**src/sv/rrqs_ram.sv**
```systemverilog
module rrqs_ram #(
  parameter int WIDTH = 8,
  parameter int DEPTH = 64
) (
  input  logic                     clk,
  input  logic                     we,
  input  logic [$clog2(DEPTH)-1:0] waddr,
  input  logic [WIDTH-1:0]         wdata,
  input  logic [$clog2(DEPTH)-1:0] raddr,
  output logic [WIDTH-1:0]         rdata
);
  logic [WIDTH-1:0] mem [DEPTH];

  always_ff @(posedge clk) begin
    if (we) begin
      mem[waddr] <= wdata;
    end
    rdata <= mem[raddr];
  end
endmodule

```
**config.mk**
```make
export PLATFORM = sky130hd
export DESIGN_NAME = rrqs_ram
export DESIGN_NICKNAME = d
export VERILOG_FILES = /design/src/sv/rrqs_ram.sv
export SDC_FILE = /design/constraint.sdc
export NUM_CORES = 1
export LEC_CHECK = 0
export ABC_AREA = 1
export BUFFER_PORTS_ARGS = -buffer_cell sky130_fd_sc_hd__buf_2
export CELL_PAD_IN_SITES_DETAIL_PLACEMENT = 2
export CELL_PAD_IN_SITES_GLOBAL_PLACEMENT = 2
export CORE_AREA = 3 3 268 191
export CTS_CLUSTER_SIZE = 8
export DETAILED_ROUTE_END_ITERATION = 6
export DIE_AREA = 0 0 271 194
export GPL_TIMING_DRIVEN = 0
export PLACE_DENSITY_LB_ADDON = 0.1
export SYNTH_ARGS = -nofsm -noshare
export SYNTH_HDL_FRONTEND = slang
export SYNTH_SLANG_ARGS = --single-unit
```
**constraint.sdc**
```tcl
create_clock -name clk -period 2.5 [get_ports clk]
set_input_delay 0.125 -clock clk [delete_from_list [all_inputs] [get_ports clk]]
set_output_delay 0.125 -clock clk [all_outputs]
set_load 0.05 [all_outputs]
```
**Word level (Yosys, flattened, before mapping)**

Memories as Yosys holds them, arrays and structs flattened. A register that Yosys moved wholly into a read port is not among the register bits.
Cells that the tools add are included.

- Multiplexer cells: 2

Operator list:

| operator | count |
|---|---|
| $mux W1 | 2 |

- Word-level logic and storage cells: 3
- Input bits: 22
- Memories kept: 1
- Output and inout bits: 8
- RAM bits: 512
- Register bits: 0

Memory list:

| memory | depth | bits a word | read ports | clocked after memory_dff | wr ports | line | text |
|---|---|---|---|---|---|---|---|
| mem | 64 | 8 | 1 | 1 | 1 | 12 | `logic [WIDTH-1:0] mem [DEPTH];` |

**Depth between registers and ports, before layout**

Gate-level depths: netlist of the first run.

- Depth in word-level cells: 2
- Depth in mapped cells: 12
- Gate-level depth less buffers: 9

**Worst setup path after synthesis of the first run**

No wires, ideal clock.

- Kind: in2reg
- Start point: in we
- End point: mem mem[48][0], enable pin
- Arrival time: 1.496 ns
- Slack: 0.609 ns
- Required time: 2.105 ns
- Setup time: 0.395 ns
- Stages: 3
- Buffers on the path: 1
- Cells stage by stage: clkbuf_1 -> nand4_1 -> nor4_1

- Cells in the longest elaborated chain, start to end: 2

RTL lines:

| element | line | text |
|---|---|---|
| from (decl) | 6 | `input logic we,` |
| $mux W1 | 15 | `if (we) begin` |
| $mux W1 (implied by the code) | 16 | `mem[waddr] <= wdata;` |
| to (decl) | 12 |  |

Every way passes these cells.

**Worst setup path after layout of the first run**

- Start point: in waddr[1]
- End point: mem mem[29][4], enable pin

RTL lines:

| element | line | text |
|---|---|---|
| from (decl) | 7 | `input logic [$clog2(DEPTH)-1:0] waddr,` |

Straight into the memory's write port.

==> flow_metrics.tcl, run 1 <==
set metrics [dict create \
    status "finished clean" \
    drtIter0Drc 1877 \
    critPathTopFamily "simple AND/OR/NAND/NOR gates" \
    synth_cell_types 16 \
    clockRootBuffer "clkbuf_16" \
    ys_ff_latch 520 \
    p_per_area_mw_per_mm2 841 \
    drive_gt1_share_pct 10.7 \
    grt_pass1_wl_um 119000 \
    path_class "primary input to flip-flop" \
    ctsHtreeMaxLevel 3 \
    end_kind "flip-flop" \
    post_cts_buffers 0 \
    drtPass1Iterations 6 \
    leakage_nw 8.87 \
    critPathRequiredTime_ps 2720 \
    tightest_slew_ps 1290 \
    crit_buf_inv 2 \
    finalHoldViolCount 0 \
    num_rows 68 \
    cap_violations 0 \
    post-route-min-period_ps 2500 \
    die_x_um 271 \
    yosysTopAreaCell "edfxtp_1" \
    syn_inst 1805 \
    nets 1932 \
    cts.sinks 520 \
    clk_latency_ps 630 \
    syn-num-nets 1827 \
    min_period_over_period_pct 99.9 \
    syn_avg_cell_area_sq_um 11.8 \
    slew_headroom_pct 13.6 \
    dieHeight_um 194 \
    vias 15700 \
    synth_area_leaders "edfxtp_1, nand2_1, nand3_1" \
    rsz0062_at_grt "no" \
    place_ws_ps -482 \
    synth-edff-count 512 \
    route.detailed.drc 0 \
    cts_tree "built" \
    ioPinCount 30 \
    via_per_inst 6.00 \
    overflow 0 \
    ctsResizeCount 0 \
    io_buffers 21 \
    final_cell_mix "nand2_1, edfxtp_1, nand3_1" \
    clk_pin_slew_ps 50 \
    detail_route.wirelength_um 83400 \
    ir_worst_vdd_v 0.000782 \
    syn_to_final_growth_pct 14.8 \
    nFillCells 4814 \
    placed_area_sq_mm 0.0224 \
    utilization_pct 50.1 \
    first_global_vias 16600 \
    ys_seq_area_share_pct 72.8 \
    cp_cell_sequence "clkbuf_1, inv_1, nand4_1, nor2_1" \
    multiInputGateArea_sq_mm 0.00500 \
    clockBufferDepth 3 \
    core_sq_mm 0.0489 \
    max_freq_mhz 400 \
    worstPathArrival_ps 2720 \
    antenna_found_initial 1 \
    synth_top_flop_cell "edfxtp_1" \
    wire_per_inst_um 32.0 \
    dpl.hpwl_um 55100 \
    worstPathMaxFanout 9 \
    cpPeakStageDelay_ps 1270 \
    crit_path_top_delay_cell "nor2_1" \
    gp_congestion 0.904 \
    initial_core_util_pct 43.6 \
    numCtsBuffers 74 \
    design_area_sq_mm 0.0245 \
    finalSetupViolCount 0 \
    dieArea_sq_mm 0.0526 \
    synthesis.area_sq_mm 0.0213 \
    fin_ws_ps 1.61 \
    hp-class "primary input to flip-flop" \
    ctsHoldBuffers 0 \
    grt_usage_pct 31.7 \
    power_mw 20.6 \
    skew_ps 22.3 \
    mostFrequentLayoutCell "nand2_1" \
    drtAntennaViolNets 0 \
    synth_top_area_share_pct 72.0 \
    synthArstFlopShare_pct 0 \
    worst_setup_path_start_kind "primary input" \
    drv_slew 0 \
    yosysWarnings 0 \
    seqCellArea_sq_mm 0.0155 \
    grt_start_max_net_pins 65 \
]
==> tightest hold or removal path, stage by stage <==
cell      delay [ps]
clkbuf_1         180
nand3_1          140
nand3_1           70
nand2_1          100
==> registers in the layout (all words and copies together) (netlist names) <==
signal and flops:
mem 512, rdata 8
==> power breakdown <==
| group | switching, mW | internal (mW) |
|---|---|---|
| sequential | 0.0224 | 9.67 |
| combinational | 1.18 | 0.331 |
| clock | 3.83 | 5.59 |
| total | 5.03 | 15.6 |
==> layer usage <==
layer,wire length [um],GRT usage (%),part of all wire [%],up-vias
li1,-,-,-,6563
met3,8030,8.78,9.6,136
met4,2300,9.22,2.8,0
met1,36200,45.7,43,8212
met5,0,0,0,-
met2,36900,47.3,44,757
==> kinds of logic (layout without fill, tap and decap cells) <==
family / Yosys count / count (layout) / synth area share (%)
buf+inv: 125 / 263 / 4.02
flops: 520 / 520 / 72.8
other cells: 0 / 2 / 0
simple gates: 1160 / 1160 / 23.2
==> synthesized netlist by cell type (2+ instances only) <==
master,n
buf_4,14
nand4_1,9
buf_2,37
clkbuf_1,15
nor2_1,56
nor4_1,8
edfxtp_1,512
buf_6,35
nand3_1,439
buf_8,2
nand2_1,648
dfxtp_1,8
inv_1,10
buf_1,10
==> worst paths after layout <==
kind | start | to | slack (ps) | cells past startpoint
min | raddr[4] | rdata[3] | 50 | 4
min reg2reg | mem[8][5] | rdata[5] | 990 | 8
max reg2reg | mem[7][2] | rdata[2] | 910 | 8
max | waddr[1] | mem[29][4] | 2 | 4
==> through the flow <==
step / setup TNS [ps] / instances / hold WS [ps]
floorplan: 0 / 1805 / 224
global placement: -46950 / 2491 / 595
detailed placement: -80340 / 2499 / 596
CTS: 0 / 2608 / 28.7
global route: 0 / 2608 / 58.9
finish: 0 / 2610 / 46.0
==> final cells by class <==
class	count	area share [%]
Inverter	12	0.204
Clock buffer	105	8.29
Antenna cell	2	0.0204
Sequential cell	520	63.4
Tap cell	665	3.40
Clock inverter	4	0.250
Timing Repair Buffer	29	0.756
Buffer	113	3.30
Multi-Input combinational cell	1160	20.4
Note: power is estimated with default switching activity, not from simulation.
==> inputs of run 2 (changes only) <==
ABC_AREA = not set   (was 1)
CORE_AREA = 3 3 245 175   (was 3 3 268 191)
DIE_AREA = 0 0 248 178   (was 0 0 271 194)
SETUP_SLACK_MARGIN = 0.05   (was not set)
==> run 2 against run 1 <==
The flow now finishes with violations (negative setup slack). Fmax is 0.85% lower. Register-to-register slack worse by 820 ps. Synthesized area is 5.5% lower. Wire length is 28% lower. Clock power is 2.9% lower. Largest cell class unchanged. Highest routed layer is now met5.
==> flow_metrics.tcl, run 2 <==
set metrics [dict create \
    route.detailed.drc 0 \
    ys_seq_area_share_pct 77.0 \
    critPathRequiredTime_ps 2880 \
    num_rows 62 \
    numCtsBuffers 74 \
    violations "negative setup slack" \
    worst_setup_path_start_kind "primary input" \
    grt_usage_pct 28.5 \
    largest_reg_flops 512 \
    min_period_over_period_pct 101 \
    netSwitchingPower_mw 4.29 \
    clockRootBuffer "clkbuf_16" \
    p_comb_share_pct 5.5 \
    drtPass1Iterations 5 \
    mostFrequentLayoutCell "edfxtp_1" \
    worstPathArrival_ps 2900 \
    yosysTopAreaCell "edfxtp_1" \
    sequentialPowerShare_pct 48.6 \
    grt_start_max_net_pins 65 \
    synth_top_area_share_pct 76.2 \
    core_sq_mm 0.0407 \
    synth.area.mux_share_pct 15.9 \
    place_ws_ps -601 \
    dieArea_sq_mm 0.0441 \
    finalHoldViolCount 0 \
    syn-num-nets 962 \
    tightest_slew_ps 1370 \
    largest-register "mem" \
    synth_cell_types 40 \
    synth_top_family_by_area "multiplexers" \
    gp_congestion 0.798 \
    syn_avg_cell_area_sq_um 21.5 \
    switching_share_pct 21.5 \
    antenna_cells 0 \
    drive_gt1_share_pct 26.2 \
    end_kind "flip-flop" \
    cts_tree "built" \
    grt_use_met1_pct 41.4 \
    die_x_um 248 \
    worstPathMaxFanout 10 \
    drtAntennaViolNets 0 \
    cts.sinks 520 \
    synth-edff-count 512 \
    ioPinCount 30 \
    globalRouteMet3Util_pct 7.90 \
    post_cts_buffers 0 \
    syn_to_final_growth_pct 14.5 \
    ys_ff_latch 520 \
    detail_route.wirelength_um 60300 \
    antenna_found_initial 1 \
    power_mw 19.9 \
    synthSimpleGateAreaFrac_pct 3.39 \
    synth_xor_area_share_pct 0 \
    clockBufferDepth 3 \
    via_per_inst 6.45 \
    initial_core_util_pct 49.5 \
    p_clk_share_pct 45.8 \
    synthArstFlopShare_pct 0 \
    cap_violations 0 \
    dieHeight_um 178 \
    skew_ps 14.7 \
    synth_adder_area_share_pct 0 \
    synth_top_flop_cell "edfxtp_1" \
    drv_slew 0 \
    overflow 0 \
    clk_pin_slew_ps 60 \
    synthesis.area_sq_mm 0.0202 \
    yosysMostFrequentCell "edfxtp_1" \
    yosysWarnings 0 \
    wire_per_inst_um 37.5 \
    max_freq_mhz 397 \
    syn_inst 940 \
    fin_ws_ps -19.7 \
    synth-compound-area-share_pct 2.07 \
    dpl.hpwl_um 37900 \
    io_buffers 21 \
    status "complete, but fails checks" \
    rsz0062_at_grt "yes" \
    grt_pass1_wl_um 86600 \
    p_per_area_mw_per_mm2 863 \
    ctsHtreeMaxLevel 3 \
    drtIter0Drc 1242 \
    internal_power_mw 15.6 \
    clk_latency_ps 590 \
    finalSetupViolCount 1 \
    post-route-min-period_ps 2520 \
    synth_area_leaders "edfxtp_1, mux4_2, nor2_1" \
    grt_util_met2_pct 42.9 \
    hp-class "primary input to flip-flop" \
    final_cell_mix "edfxtp_1, mux4_2, nor2_1" \
    reg_top3 "mem (512), rdata (8)" \
    leakage_nw 7.25 \
    slew_headroom_pct 8.96 \
    yosys-top-cells-count "edfxtp_1, mux4_2, nor2_1" \
    vias 10400 \
    ir_worst_vdd_v 0.000590 \
    path_class "primary input to flip-flop" \
    nets 1063 \
    first_global_vias 11300 \
    grt_busiest_layer "met2" \
]
run 2: power groups by stage:
stage                     sequential [mW]  combinational [mW]  clock, mW
final                                9.70                1.10       9.14
after global routing                 9.69                1.14       9.63
after CTS                            9.70                1.09       9.24
after detailed placement             9.87                1.07          0
after global placement               9.86                1.02          0
after floorplan                      9.91               0.514          0
run 2: cell type report:
class / instances / area [sq um]
clock buffer: 100 / 2060
buffer: 51 / 327
sequential: 520 / 15500
multi-input combinational: 369 / 4320
fill: 3304 / 17600
clock inverter: 1 / 8.76
tap: 544 / 681
timing repair buffer: 25 / 168
run 2: per-layer routing:
metal  routed length [um]  vias up
met1                26000     5650
met2                27700      498
li1                     -     4127
met4                 1540        2
met3                 5150      115
met5                    8        -
run 2: timing repair:
| item | CTS | global route |
|---|---|---|
| gates resized for setup | 3 | 7 |
| hold buffers | 1 | 0 |
| setup endpoints to repair | 3 | 4 |
| hold endpoints to repair | 1 | 0 |
| pin swaps | 0 | 0 |
run 2: final timing paths:
check              from         end  slack [ps]  cells after the start
max            raddr[1]    rdata[2]         -20                      8
min reg2reg  mem[23][1]    rdata[1]         940                      4
min            wdata[3]  mem[20][3]          40                      1
max reg2reg   mem[0][5]    rdata[5]          90                      4
run 2: cell families after synthesis:
| logic type | Yosys count |
|---|---|
| DFF | 520 |
| and+or+nand+nor | 153 |
| AOI/OAI and AO/OA | 54 |
| buffers and inverters | 51 |
| muxes | 162 |
run 2: per-stage QoR:
step / area [sq um] / utilization (%) / cells / TNS, ps / hold WS [ps]
after CTS: 23000 / 56.6 / 1607 / 0 / 269
after global placement: 21000 / 51.4 / 1505 / -2800 / 595
after global routing: 23100 / 56.7 / 1610 / 0 / 29.8
after detailed placement: 21000 / 51.4 / 1505 / -11770 / 600
after floorplan: 20200 / - / 940 / 0 / 224
final: 23100 / 56.7 / 1610 / -19.7 / 39.4
run 2: worst max-delay path, cell delays in order:
cell and delay [ps]:
buf_4 180, buf_2 370, buf_4 350, buf_2 390
nor2b_1 330, a22oi_1 180, a221oi_1 660, o2bb2ai_1 310
